## src/design/ffa_pkg.sv

```systemverilog
// ----------------------------------------------------------------------------
// ffa_pkg
// Shared types, constants and helpers for the first-fit boundary-tag allocator.
// ----------------------------------------------------------------------------
package ffa_pkg;

	localparam int HEAP_BYTES = 262144;
	localparam int TAG_WORDS  = HEAP_BYTES / 4;
	localparam int WORD_W     = $clog2(TAG_WORDS);
	localparam int ADDR_W     = $clog2(HEAP_BYTES) + 6;
	localparam int TAG_W      = 20;
	localparam int SIZE_W     = 19;
	localparam int PAY_W      = 18;
	localparam int CHUNK_W    = 19;

	localparam int INIT_CHUNK = 1 << 12;
	localparam int FIRST_HDR  = 4;
	localparam int INIT_BREAK = 16 + INIT_CHUNK;

	localparam logic REQ_ALLOC   = 1'b0;
	localparam logic REQ_FREE    = 1'b1;
	localparam logic STATUS_OK   = 1'b0;
	localparam logic STATUS_FAIL = 1'b1;

	typedef struct packed {
		logic              req_type;
		logic [SIZE_W-1:0] req_size;
		logic [PAY_W-1:0]  req_addr;
	} req_t;

	typedef struct packed {
		logic [PAY_W-1:0] payload_addr;
		logic             status;
	} result_t;

	// Tag word contents right after reset: prologue, one free chunk, epilogue.
	function automatic logic [TAG_W-1:0] init_tag(input logic [WORD_W-1:0] idx);
		logic [TAG_W-1:0] v;
		v = '0;
		if (idx == WORD_W'(1) || idx == WORD_W'(2))
			v = TAG_W'(9);
		else if (idx == WORD_W'(3) || idx == WORD_W'((INIT_BREAK - 8) / 4))
			v = TAG_W'(INIT_CHUNK);
		else if (idx == WORD_W'((INIT_BREAK - 4) / 4))
			v = TAG_W'(1);
		return v;
	endfunction

endpackage

```

## src/design/ffa_engine.sv

```systemverilog
// ----------------------------------------------------------------------------
// ffa_engine
// Sequencer for the reset-time clear, allocate, free, coalesce and heap growth over the tag RAM.
// ----------------------------------------------------------------------------
module ffa_engine (
	input  logic                          clk,
	input  logic                          arst_n,
	input  logic                          start,
	output logic                          busy,
	input  ffa_pkg::req_t                 req,
	input  logic [ffa_pkg::CHUNK_W-1:0]   chunk,
	output logic                          done,
	output ffa_pkg::result_t              result,
	output logic                          ram_we,
	output logic [ffa_pkg::WORD_W-1:0]    ram_waddr,
	output logic [ffa_pkg::TAG_W-1:0]     ram_wdata,
	output logic [ffa_pkg::WORD_W-1:0]    ram_raddr,
	input  logic [ffa_pkg::TAG_W-1:0]     ram_rdata
);
	import ffa_pkg::*;

	typedef enum logic [4:0] {
		S_CLR, S_IDLE,
		S_F0, S_F1, S_F2,
		S_M0, S_M1, S_M2, S_M3, S_M4, S_M5,
		S_W1, S_W2,
		S_T0, S_T1, S_T2, S_T3, S_T4,
		S_G0, S_G1, S_G2, S_G3
	} state_t;

	state_t              state_q;
	logic [WORD_W-1:0]   clr_q;
	logic                oor_q;
	logic                op_free_q;
	logic                pa_q;
	logic [ADDR_W-1:0]   p_q, hdr_q, nh_q, h_q, sz_q, size_q, pfs_q, need_q, brk_q;
	logic                done_q;
	result_t             result_q;

	logic                rd_en_unused;
	logic [ADDR_W-1:0]   rd_addr, wr_addr;
	logic [TAG_W-1:0]    wr_data;
	logic                wr_en;
	logic [ADDR_W-1:0]   tag_x, tsz;
	logic [ADDR_W-1:0]   blk, rest, ext, ext_min, bytes, req_need, chunk_x;

	function automatic logic in_range(input logic [ADDR_W-1:0] a);
		return a < ADDR_W'(HEAP_BYTES);
	endfunction

	assign tag_x   = oor_q ? '0 : ADDR_W'(ram_rdata);
	assign tsz     = tag_x & ~ADDR_W'(7);
	assign blk     = need_q + ADDR_W'(8);
	assign rest    = sz_q - blk;
	assign chunk_x = ADDR_W'(chunk);
	assign ext     = (need_q > chunk_x) ? need_q : chunk_x;
	assign ext_min = (ext < ADDR_W'(8)) ? ADDR_W'(8) : ext;
	assign bytes   = (ext_min + ADDR_W'(7)) & ~ADDR_W'(7);

	always_comb begin
		req_need = ADDR_W'(req.req_size);
		if (req_need < ADDR_W'(8))
			req_need = ADDR_W'(8);
		req_need = (req_need + ADDR_W'(7)) & ~ADDR_W'(7);
	end

	// Memory access issued by each state.
	always_comb begin
		rd_addr      = '0;
		rd_en_unused = 1'b0;
		wr_en        = 1'b0;
		wr_addr      = '0;
		wr_data      = '0;
		unique case (state_q)
			S_F0: rd_addr = p_q - ADDR_W'(4);
			S_F1: begin
				wr_en   = 1'b1;
				wr_addr = p_q - ADDR_W'(4);
				wr_data = TAG_W'(tsz);
			end
			S_F2: begin
				wr_en   = 1'b1;
				wr_addr = p_q - ADDR_W'(8) + sz_q;
				wr_data = TAG_W'(sz_q);
			end
			S_M0: rd_addr = p_q - ADDR_W'(4);
			S_M1: rd_addr = p_q - ADDR_W'(8);
			S_M2: rd_addr = nh_q;
			S_M3: begin
				if (pa_q && !tag_x[0]) begin
					wr_en   = 1'b1;
					wr_addr = hdr_q;
					wr_data = TAG_W'(size_q + tsz);
				end else if (!pa_q) begin
					rd_addr = p_q - ADDR_W'(4) - pfs_q;
				end
			end
			S_M5: begin
				wr_en   = 1'b1;
				wr_addr = hdr_q;
				wr_data = TAG_W'(size_q + tsz);
			end
			S_M4: begin
				wr_en   = 1'b1;
				wr_addr = hdr_q + size_q - ADDR_W'(4);
				wr_data = TAG_W'(size_q);
			end
			S_W1: rd_addr = h_q;
			S_T0: begin
				wr_en = 1'b1;
				if (sz_q == blk) begin
					wr_addr = h_q;
					wr_data = TAG_W'(sz_q) | TAG_W'(1);
				end else begin
					wr_addr = h_q + sz_q - ADDR_W'(4);
					wr_data = TAG_W'(rest);
				end
			end
			S_T1: begin
				wr_en   = 1'b1;
				wr_addr = h_q + sz_q - ADDR_W'(4);
				wr_data = TAG_W'(sz_q) | TAG_W'(1);
			end
			S_T2: begin
				wr_en   = 1'b1;
				wr_addr = h_q;
				wr_data = TAG_W'(blk) | TAG_W'(1);
			end
			S_T3: begin
				wr_en   = 1'b1;
				wr_addr = h_q + blk - ADDR_W'(4);
				wr_data = TAG_W'(blk) | TAG_W'(1);
			end
			S_T4: begin
				wr_en   = 1'b1;
				wr_addr = h_q + blk;
				wr_data = TAG_W'(rest);
			end
			S_G1: begin
				wr_en   = 1'b1;
				wr_addr = brk_q - ADDR_W'(4);
				wr_data = TAG_W'(sz_q);
			end
			S_G2: begin
				wr_en   = 1'b1;
				wr_addr = brk_q + sz_q - ADDR_W'(8);
				wr_data = TAG_W'(sz_q);
			end
			S_G3: begin
				wr_en   = 1'b1;
				wr_addr = brk_q + sz_q - ADDR_W'(4);
				wr_data = TAG_W'(1);
			end
			default: rd_en_unused = 1'b1;
		endcase
	end

	// The clear sweep owns the write port until it has written the last word.
	assign ram_we    = (state_q == S_CLR) || (wr_en && in_range(wr_addr) && !rd_en_unused);
	assign ram_waddr = (state_q == S_CLR) ? clr_q : wr_addr[WORD_W+1:2];
	assign ram_wdata = (state_q == S_CLR) ? init_tag(clr_q) : wr_data;
	assign ram_raddr = rd_addr[WORD_W+1:2];

	always_ff @(posedge clk or negedge arst_n) begin
		if (!arst_n) begin
			state_q   <= S_CLR;
			clr_q     <= '0;
			oor_q     <= 1'b0;
			op_free_q <= 1'b0;
			brk_q     <= ADDR_W'(INIT_BREAK);
			done_q    <= 1'b0;
		end else begin
			oor_q  <= !in_range(rd_addr);
			done_q <= 1'b0;
			unique case (state_q)
				S_CLR: begin
					clr_q <= clr_q + WORD_W'(1);
					if (clr_q == WORD_W'(TAG_WORDS - 1))
						state_q <= S_IDLE;
				end
				S_IDLE: begin
					if (start) begin
						p_q       <= ADDR_W'(req.req_addr);
						op_free_q <= (req.req_type == REQ_FREE);
						need_q    <= req_need;
						h_q       <= ADDR_W'(FIRST_HDR);
						if (req.req_type == REQ_FREE) begin
							state_q <= S_F0;
						end else if (req.req_size == '0) begin
							done_q   <= 1'b1;
							result_q <= '{payload_addr: '0, status: STATUS_FAIL};
						end else begin
							state_q <= S_W1;
						end
					end
				end
				S_F0: state_q <= S_F1;
				S_F1: begin
					sz_q    <= tsz;
					state_q <= S_F2;
				end
				S_F2: state_q <= S_M0;
				S_M0: begin
					hdr_q   <= p_q - ADDR_W'(4);
					state_q <= S_M1;
				end
				S_M1: begin
					size_q  <= tsz;
					nh_q    <= hdr_q + tsz;
					state_q <= S_M2;
				end
				S_M2: begin
					pa_q    <= tag_x[0];
					pfs_q   <= tsz;
					state_q <= S_M3;
				end
				S_M3: begin
					if (pa_q && tag_x[0]) begin
						// both neighbors live: nothing to merge
						if (op_free_q) begin
							done_q   <= 1'b1;
							result_q <= '{payload_addr: '0, status: STATUS_OK};
							state_q  <= S_IDLE;
						end else begin
							h_q     <= ADDR_W'(FIRST_HDR);
							state_q <= S_W1;
						end
					end else if (pa_q) begin
						size_q  <= size_q + tsz;
						state_q <= S_M4;
					end else begin
						if (!tag_x[0])
							size_q <= size_q + tsz;
						hdr_q   <= p_q - ADDR_W'(4) - pfs_q;
						state_q <= S_M5;
					end
				end
				S_M5: begin
					size_q  <= size_q + tsz;
					state_q <= S_M4;
				end
				S_M4: begin
					if (op_free_q) begin
						done_q   <= 1'b1;
						result_q <= '{payload_addr: '0, status: STATUS_OK};
						state_q  <= S_IDLE;
					end else begin
						h_q     <= ADDR_W'(FIRST_HDR);
						state_q <= S_W1;
					end
				end
				S_W1: begin
					if (h_q + ADDR_W'(4) <= brk_q)
						state_q <= S_W2;
					else
						state_q <= S_G0;
				end
				S_W2: begin
					sz_q <= tsz;
					priority if (tsz == '0) begin
						state_q <= S_G0;
					end else if (!tag_x[0] && (tsz == blk || tsz >= need_q + ADDR_W'(16))) begin
						state_q <= S_T0;
					end else if (h_q + tsz <= h_q) begin
						state_q <= S_G0;
					end else begin
						h_q     <= h_q + tsz;
						state_q <= S_W1;
					end
				end
				S_T0: state_q <= (sz_q == blk) ? S_T1 : S_T2;
				S_T2: state_q <= S_T3;
				S_T3: state_q <= S_T4;
				S_T1, S_T4: begin
					done_q   <= 1'b1;
					result_q <= '{payload_addr: PAY_W'(h_q + ADDR_W'(4)), status: STATUS_OK};
					state_q  <= S_IDLE;
				end
				S_G0: begin
					sz_q <= bytes;
					if (brk_q + bytes > ADDR_W'(HEAP_BYTES)) begin
						done_q   <= 1'b1;
						result_q <= '{payload_addr: '0, status: STATUS_FAIL};
						state_q  <= S_IDLE;
					end else begin
						state_q <= S_G1;
					end
				end
				S_G1: state_q <= S_G2;
				S_G2: state_q <= S_G3;
				S_G3: begin
					brk_q   <= brk_q + sz_q;
					p_q     <= brk_q;
					state_q <= S_M0;
				end
				default: state_q <= S_IDLE;
			endcase
		end
	end

	assign busy   = (state_q != S_IDLE);
	assign done   = done_q;
	assign result = result_q;

	a_done_idle: assert property (@(posedge clk) disable iff (!arst_n)
		done_q |-> state_q == S_IDLE)
		else $error("result strobed while engine still working");

	a_brk_bound: assert property (@(posedge clk) disable iff (!arst_n)
		brk_q <= ADDR_W'(HEAP_BYTES))
		else $error("break beyond heap");

	a_fail_zero: assert property (@(posedge clk) disable iff (!arst_n)
		done_q && result_q.status == STATUS_FAIL |-> result_q.payload_addr == '0)
		else $error("failed allocate carries an address");

	a_start_act: assert property (@(posedge clk) disable iff (!arst_n)
		start && !busy |=> busy || done_q)
		else $error("accepted item neither worked on nor answered");

endmodule

```

## config.mk

```make
export PLATFORM = sky130hd
export DESIGN_NAME = ffa_engine
export DESIGN_NICKNAME = d
export VERILOG_FILES = /design/src/design/ffa_pkg.sv /design/src/design/ffa_engine.sv
export SDC_FILE = /design/constraint.sdc
export NUM_CORES = 1
export LEC_CHECK = 0
export BUFFER_PORTS_ARGS = -buffer_cell sky130_fd_sc_hd__buf_2
export CAP_MARGIN = 10
export CELL_PAD_IN_SITES_DETAIL_PLACEMENT = 1
export CELL_PAD_IN_SITES_GLOBAL_PLACEMENT = 1
export CORE_MARGIN = 1.5
export CORE_UTILIZATION = 38
export DETAILED_ROUTE_END_ITERATION = 8
export PLACE_DENSITY_LB_ADDON = 0.1
export SLEW_MARGIN = 20
export SYNTH_ARGS = -nofsm -noshare
export SYNTH_HDL_FRONTEND = slang
export SYNTH_SLANG_ARGS = --single-unit
```

## constraint.sdc

```tcl
create_clock -name clk -period 7.3 [get_ports clk]
set_clock_uncertainty 0.1 [all_clocks]
set_input_delay 2.19 -clock clk [delete_from_list [all_inputs] [get_ports clk]]
set_output_delay 2.19 -clock clk [all_outputs]
set_load 0.1 [all_outputs]
```

==> impl_metrics.py, run 1 <==
metrics = {
    "grt": {
        "grt_first_pass_wirelength_mm": 196,
        "total_congestion_overflow": 0,
        "largest_net_degree_at_the_start_of_global_routing": 51,
        "grt_util_all_layers_pct": 37.7,
        "grt_pass1_vias": 28700,
        "initial_antenna_violation_count": 12,
    },
    "clock_network": {
        "cts_hold_buf": 0,
        "cts.htree.levels": 1,
        "cts.sinks": 222,
        "tritoncts": "done",
        "cts_buffers": 31,
        "clock_path_buffers": 3,
        "root_buffer": "sky130_fd_sc_hd__clkbuf_16",
        "worst_skew_late_latency_ps": 610,
        "clkSlewWorstSetupHoldPaths_ps": 70,
    },
    "logic_synthesis": {
        "synth_area_um2": 26500,
        "yosysWarnings": 0,
        "synth_top_flop_cell": "sky130_fd_sc_hd__edfxtp_1",
        "yosys_top_cell_by_area": "sky130_fd_sc_hd__edfxtp_1",
        "syn-mean-instance-area_um2": 8.18,
        "async_reset_ff_share_pct": 20.3,
        "post_synth_main_area_contributors": "sky130_fd_sc_hd__edfxtp_1 (20%), sky130_fd_sc_hd__ha_1 (14%), sky130_fd_sc_hd__xnor2_1 (7.0%)",
        "synth-seq-cells": 222,
        "synth-edff-count": 177,
        "share_of_yosys_cell_area_claimed_by_the_top_area_cell_type_pct": 20.1,
        "postSynthCellCount": 3236,
        "synth-seq-area-share_pct": 24.3,
        "synth.lib_cells_used.distinct": 101,
    },
    "placement": {
        "replace_congestion": 1.02,
        "place.detailed.hpwl_mm": 112,
        "post_dp_cell_area_um2": 30900,
        "pre_cts_ws_ps": -420,
        "place.port_buffers": 144,
    },
    "sta": {
        "timing.final.crit_share_pct": 102,
        "worst_slack_ps": -155,
        "max_freq_mhz": 134,
        "timing.final.crit_period_ps": 7460,
        "final_max_slew_viol_count": 0,
        "unrepaired_setup_endpoints_after_global_routing": "true",
        "setup_viol": 1,
        "timing.slew.headroom_pct": 22.3,
        "hold_viol_final": 0,
        "timing_worst_slew_pin_value_ps": 1170,
    },
    "drt": {
        "drc": 0,
        "num_vias": 28900,
        "per_cell_via_count_in_the_routed_design": 6.21,
        "detail_route.iter0.violations": 2572,
        "route.antenna.remaining_nets": 0,
        "wire_per_inst_um": 29.7,
        "detailedRoute.firstPassIterationCount": 9,
        "routed_wl_mm": 138,
    },
    "floorplanning": {
        "die_height_um": 267,
        "design.die.area_um2": 71300,
        "core-area_um2": 68800,
        "start_util_pct": 38.5,
        "boundaryPins": 154,
        "floorplan.rows": 96,
        "floorplan.die.width_um": 267,
    },
    "setup_path": {
        "crit_path_end_kind": "primary output",
        "crit_path_start_kind": "flip-flop",
        "regToRegSetupSlack_ps": 800,
        "critical_path_peak_fanout": 4,
        "crit_required_ps": 5010,
        "critPathArrivalTime_ps": 5170,
        "critical_path_class": "reg2out",
    },
    "cells_and_area": {
        "post_route_cells_drive_above_1_share_pct": 22.0,
        "layout.cells.most_common": "sky130_fd_sc_hd__buf_4",
        "p_r_area_growth_vs_syn_pct": 25.8,
        "fin_nets": 4071,
        "util_after_layout_pct": 48.4,
        "layout.cell_area.non_filler_um2": 33300,
        "most_frequent_cells_in_the_layout": "sky130_fd_sc_hd__buf_4 (386), sky130_fd_sc_hd__ha_1 (279), sky130_fd_sc_hd__nand2_1 (259)",
    },
    "pwr": {
        "power.static_leakage_nw": 14.4,
        "power_density_nw_per_um2": 424,
        "design_power_total_mw": 14.1,
        "peakVddDrop_mv": 0.416,
    },
    "run_status": {
        "failing_checks": "setup timing",
        "run_status": "finished, violations left",
    },
    "job": {
        "max_cap_viols": 0,
    },
    "min_path": {
        "min_path_type": "reg2reg",
    },
}
-- synthesized netlist by cell type (46+ instances only) --
master and number:
sky130_fd_sc_hd__nand3_1 85, sky130_fd_sc_hd__nand2_1 263, sky130_fd_sc_hd__ha_1 296, sky130_fd_sc_hd__a21o_1 78
sky130_fd_sc_hd__clkbuf_1 97, sky130_fd_sc_hd__a21oi_1 212, sky130_fd_sc_hd__inv_1 262, sky130_fd_sc_hd__xnor2_1 211
sky130_fd_sc_hd__o21ai_0 191, sky130_fd_sc_hd__nor3_1 80, sky130_fd_sc_hd__xor2_1 113, sky130_fd_sc_hd__nor4_1 51
sky130_fd_sc_hd__nand4_1 48, sky130_fd_sc_hd__edfxtp_1 177, sky130_fd_sc_hd__nor2_1 264, sky130_fd_sc_hd__nor2b_1 46
-- cells by family after synthesis --
family / share of synthesized area, %
AOI/OAI and AO/OA: 23.2
xor gates and xnor gates: 10.8
other: 0.0142
muxes: 1.55
buffers and inverters: 5.72
DFF: 24.3
and+or+nand+nor: 19.6
adders and majority gates: 14.8
-- state kept, by name, summed over array words and instances (netlist names), 5 cells and up --
signal and cells:
hdr_q 22, sz_q 18, result 16, size_q 21, brk_q 21, clr_q 16
h_q 21, state_q 5, pfs_q 17, nh_q 22, need_q 17, p_q 22
-- worst max-delay path, cell delays in order, from the launching register on --
cell	delay, ps
sky130_fd_sc_hd__edfxtp_1	500
sky130_fd_sc_hd__ha_4	210
sky130_fd_sc_hd__buf_6	120
sky130_fd_sc_hd__nand2_2	60
sky130_fd_sc_hd__xnor2_2	240
sky130_fd_sc_hd__ha_2	340
sky130_fd_sc_hd__or2_4	260
sky130_fd_sc_hd__o211ai_1	90
sky130_fd_sc_hd__buf_4	180
sky130_fd_sc_hd__nand3b_1	140
sky130_fd_sc_hd__a41oi_2	340
sky130_fd_sc_hd__xnor2_4	180
sky130_fd_sc_hd__a222oi_1	420
sky130_fd_sc_hd__and4_1	290
sky130_fd_sc_hd__nand4b_1	230
sky130_fd_sc_hd__mux2i_1	190
sky130_fd_sc_hd__o31ai_2	300
sky130_fd_sc_hd__and4_4	300
sky130_fd_sc_hd__buf_12	170
-- area by class of cell --
type | count | area (um^2)
fill | 8223 | 35500
multi-input combinational | 2630 | 19500
sequential | 222 | 6440
timing repair buffer | 535 | 4040
tap | 931 | 1160
inverter | 264 | 998
clock buffer | 33 | 783
clock inverter | 24 | 365
antenna | 6 | 15.0
-- routing by layer --
layer	GRT usage (%)	share of wire, %	wire, um
met5	0	0	0
met4	23.6	7.4	10200
met1	46.8	40	55200
met3	7.26	8.0	11000
met2	59.9	45	61700
-- metrics by stage --
stage | hold WS (ps) | TNS (ps) | std cells
after floorplan | 377 | -239 | 3242
after global placement | 421 | -9440 | 4531
after detailed placement | 412 | -15190 | 4531
after CTS | 432 | -138 | 4603
after global routing | 466 | -610 | 4639
final | 428 | -155 | 4645
-- where the power goes --
part           switching (mW)  internal [mW]  leakage [nW]
combinational            6.73           3.53          11.7
clock                   0.666           1.09         0.544
sequential              0.436           1.66          2.19
-- repair_timing --
item                       4_1_cts  5_1_grt
setup buffers                   15       35
gates cloned                     0        1
resized for setup               59      122
pin swaps                       17       58
setup endpoints to repair       29       41
-- path summary, 6_finish.rpt --
path,start,endpoint,cells past startpoint
setup / recovery,need_q[4],ram_we,18
hold / removal,clr_q[11],clr_q[11],1
setup reg to reg,oor_q,h_q[13],25
hold reg to reg,clr_q[11],clr_q[11],1
max in group asynchronous,arst_n,brk_q[4],2
min in group asynchronous,arst_n,oor_q,1
No activity file was read; power rests on OpenSTA's default activity.
==> inputs of run 2 (changes only) <==
--- a/config.mk
+++ b/config.mk
@@ -5,6 +5,7 @@
 export SDC_FILE = /design/constraint.sdc
 export NUM_CORES = 1
 export LEC_CHECK = 0
+export ABC_AREA = 1
 export BUFFER_PORTS_ARGS = -buffer_cell sky130_fd_sc_hd__buf_2
 export CAP_MARGIN = 10
 export CELL_PAD_IN_SITES_DETAIL_PLACEMENT = 1
==> constraint.sdc (replaced) <==
create_clock -name clk -period 7.8 [get_ports clk]
set_clock_uncertainty 0.1 [all_clocks]
set_input_delay 2.34 -clock clk [delete_from_list [all_inputs] [get_ports clk]]
set_output_delay 2.34 -clock clk [all_outputs]
set_load 0.1 [all_outputs]
==> run 2 against run 1 <==
Effect of this change:
- the run now ends clean
- sequential power is 7% lower
- sequential share of layout area is 0.11 points higher
- global-route usage is 0.099 points lower
- synthesized cell count is 35% higher
- final cell count is 21% higher
==> impl_metrics.py, run 2 <==
metrics = {
    "run_status": {
        "run_status": "completed",
    },
    "clock_network": {
        "tritoncts": "done",
        "clkSlewWorstSetupHoldPaths_ps": 70,
        "cts_hold_buf": 0,
        "root_buffer": "sky130_fd_sc_hd__clkbuf_16",
        "clock_path_buffers": 3,
        "cts_buffers": 30,
        "worst_skew_late_latency_ps": 630,
        "cts.htree.levels": 1,
        "cts.sinks": 222,
    },
    "pwr": {
        "power_density_nw_per_um2": 363,
        "power.static_leakage_nw": 16.1,
        "peakVddDrop_mv": 0.396,
    },
    "sta": {
        "whs_ps": 439,
        "final_max_slew_viol_count": 0,
        "timing_worst_slew_pin_value_ps": 1090,
        "hold_viol_final": 0,
        "worst_slack_ps": 143,
        "max_freq_mhz": 131,
        "timing.slew.headroom_pct": 26.7,
        "timing.final.crit_share_pct": 98.2,
        "setup_viol": 0,
        "timing.final.crit_period_ps": 7660,
    },
    "floorplanning": {
        "core-area_um2": 74800,
        "start_util_pct": 38.6,
        "floorplan.rows": 100,
        "die_height_um": 279,
        "boundaryPins": 154,
        "floorplan.die.width_um": 279,
        "design.die.area_um2": 77600,
    },
    "cells_and_area": {
        "fin_nets": 5008,
        "most_frequent_cells_in_the_layout": "sky130_fd_sc_hd__nand2_1 (1,084), sky130_fd_sc_hd__inv_1 (634), sky130_fd_sc_hd__nor2_1 (417)",
        "post_route_cells_drive_above_1_share_pct": 11.0,
        "p_r_area_growth_vs_syn_pct": 14.7,
        "largest_registers": "hdr_q x22, nh_q x22, p_q x22",
        "layout.cells.most_common": "sky130_fd_sc_hd__nand2_1",
    },
    "setup_path": {
        "crit-reg2reg-launch": "need_q[15]",
        "crit_path_start_kind": "input port",
        "crit_path_end_kind": "primary output",
        "regToRegSetupSlack_ps": 1920,
        "timing.critical_path.slowest_stage_cell": "sky130_fd_sc_hd__nor2_1",
        "reg2regPathDepth": 31,
        "critical_path_most_common_cell": "sky130_fd_sc_hd__nor2_1",
        "critical_path_buf_inv_count": 5,
        "critical_path_peak_fanout": 3,
        "rr_endpoint": "result[12]",
        "path_cells": "buf_2 -> inv_1 -> nor2_1 -> nor2_1 -> nand2_1 -> nand2_1 -> o31ai_1 -> buf_4 -> nand3_1 -> nor2_1 -> nand3_1 -> nor2_1 -> nand3_1 -> nor2_1 -> buf_4 -> nand2_1 -> nor2_1 -> nand2_1 -> nor2_1 -> nand2_1 -> nor2_2 -> buf_12",
        "critical_path_class": "in2out",
        "critPathArrivalTime_ps": 5220,
        "slowest_delay_ps": 260,
        "crit_required_ps": 5360,
        "cp_top_family": "simple AND/OR/NAND/NOR gates",
    },
    "logic_synthesis": {
        "syn-mean-instance-area_um2": 6.60,
        "synth-seq-area-share_pct": 22.3,
        "post_synth_main_area_contributors": "sky130_fd_sc_hd__edfxtp_1 (18%), sky130_fd_sc_hd__nand2_1 (14%), sky130_fd_sc_hd__ha_1 (13%)",
        "synth-edff-count": 177,
        "share_of_yosys_cell_area_claimed_by_the_top_area_cell_type_pct": 18.4,
        "synth_area_um2": 28900,
        "synth_top_flop_cell": "sky130_fd_sc_hd__edfxtp_1",
        "synth.lib_cells_used.distinct": 67,
        "yosysWarnings": 0,
        "postSynthCellCount": 4374,
        "yosys_top_cell_by_area": "sky130_fd_sc_hd__edfxtp_1",
        "synth.most_common_cell": "sky130_fd_sc_hd__nand2_1",
        "async_reset_ff_share_pct": 20.3,
        "synth-seq-cells": 222,
        "synth.top_cells.by_count": "sky130_fd_sc_hd__nand2_1 (1,089), sky130_fd_sc_hd__inv_1 (640), sky130_fd_sc_hd__nor2_1 (426)",
    },
    "drt": {
        "detailroute.wirelength.met3_mm": 11.7,
        "routed_wl_mm": 149,
        "met2_length_mm": 65.5,
        "met1Wirelength_mm": 61.6,
        "detailedRoute.firstPassIterationCount": 5,
        "num_vias": 32300,
        "drc": 0,
        "per_cell_via_count_in_the_routed_design": 5.75,
        "detail_route.iter0.violations": 2629,
        "wire_per_inst_um": 26.5,
        "route.antenna.remaining_nets": 0,
        "highest_layer": "met5",
    },
    "min_path": {
        "timing.hold.worst_path_depth": 1,
        "hold_end": "clr_q[4]",
        "min_path_type": "reg2reg",
        "hp-start": "clr_q[4]",
    },
    "grt": {
        "initial_antenna_violation_count": 7,
        "grt_pass1_vias": 32100,
        "grt_util_all_layers_pct": 37.6,
        "total_congestion_overflow": 0,
        "grt_first_pass_wirelength_mm": 214,
        "largest_net_degree_at_the_start_of_global_routing": 47,
    },
    "placement": {
        "replace_congestion": 1.06,
        "pre_cts_ws_ps": 68.1,
        "place.port_buffers": 144,
        "place.detailed.hpwl_mm": 124,
    },
    "job": {
        "max_cap_viols": 0,
    },
}
[run 2: what timing repair did]
item / 4_1_cts / 5_1_grt
pin swaps: 0 / 2
cloned: 0 / 0
resized for setup: 2 / 26
endpoints found under the setup margin: 3 / 7
buffers inserted: 1 / 8
[run 2: worst max path at each step]
stage                                to  cells after the start         start  slack (ps)
after detailed placement      result[6]                     33     chunk[15]          70
final                            ram_we                     22  ram_rdata[0]         140
after global placement        result[4]                     33     chunk[15]         160
after floorplan           ram_wdata[19]                     16  ram_rdata[3]        -200
after CTS                        ram_we                     26     need_q[5]          30
after global routing             ram_we                     27     need_q[5]         -10
[run 2: kinds of logic (layout without fill, tap and decap cells)]
group	Yosys count	in the layout	share of synthesized area [%]
and+or+nand+nor	2088	2088	31.6
AOI/OAI and AO/OA	810	810	16.2
buffers and inverters	735	1000	9.88
adders and majority gates	307	307	13.6
DFF	222	222	22.3
xor gates and xnor gates	211	211	6.40
other	1	10	0.0130
[run 2: cell type report]
cell class	count	area, um^2
fill	9928	41700
multi-input combinational	3423	19900
sequential	222	6440
inverter	666	2510
timing repair buffer	278	1980
tap	969	1210
clock buffer	38	801
clock inverter	18	277
antenna	3	7.51
[run 2: layer usage]
metal	track usage (%)	vias to the layer above
met5	0	-
met4	20.7	4
met3	7.00	336
met2	59.6	1171
met1	48.0	15700
li1	-	15100
[run 2: metrics by stage]
stage	cell area [um^2]	utilization [%]	total power, mW	instances	TNS [ps]
floorplan	29000	-	7.37	4380	-229
global placement	31800	42.5	10.1	5549	0
detailed placement	31800	42.5	10.2	5549	0
CTS	32900	44.0	11.8	5606	0
global route	33100	44.2	12.7	5614	-11.6
finish	33100	44.3	12.0	5617	0
[run 2: power by group]
part	total, mW	internal, mW	switching (mW)
Clock	1.56	0.927	0.634
Sequential	1.96	1.58	0.381
Combinational	8.50	2.35	6.14
Total	12.0	4.86	7.16
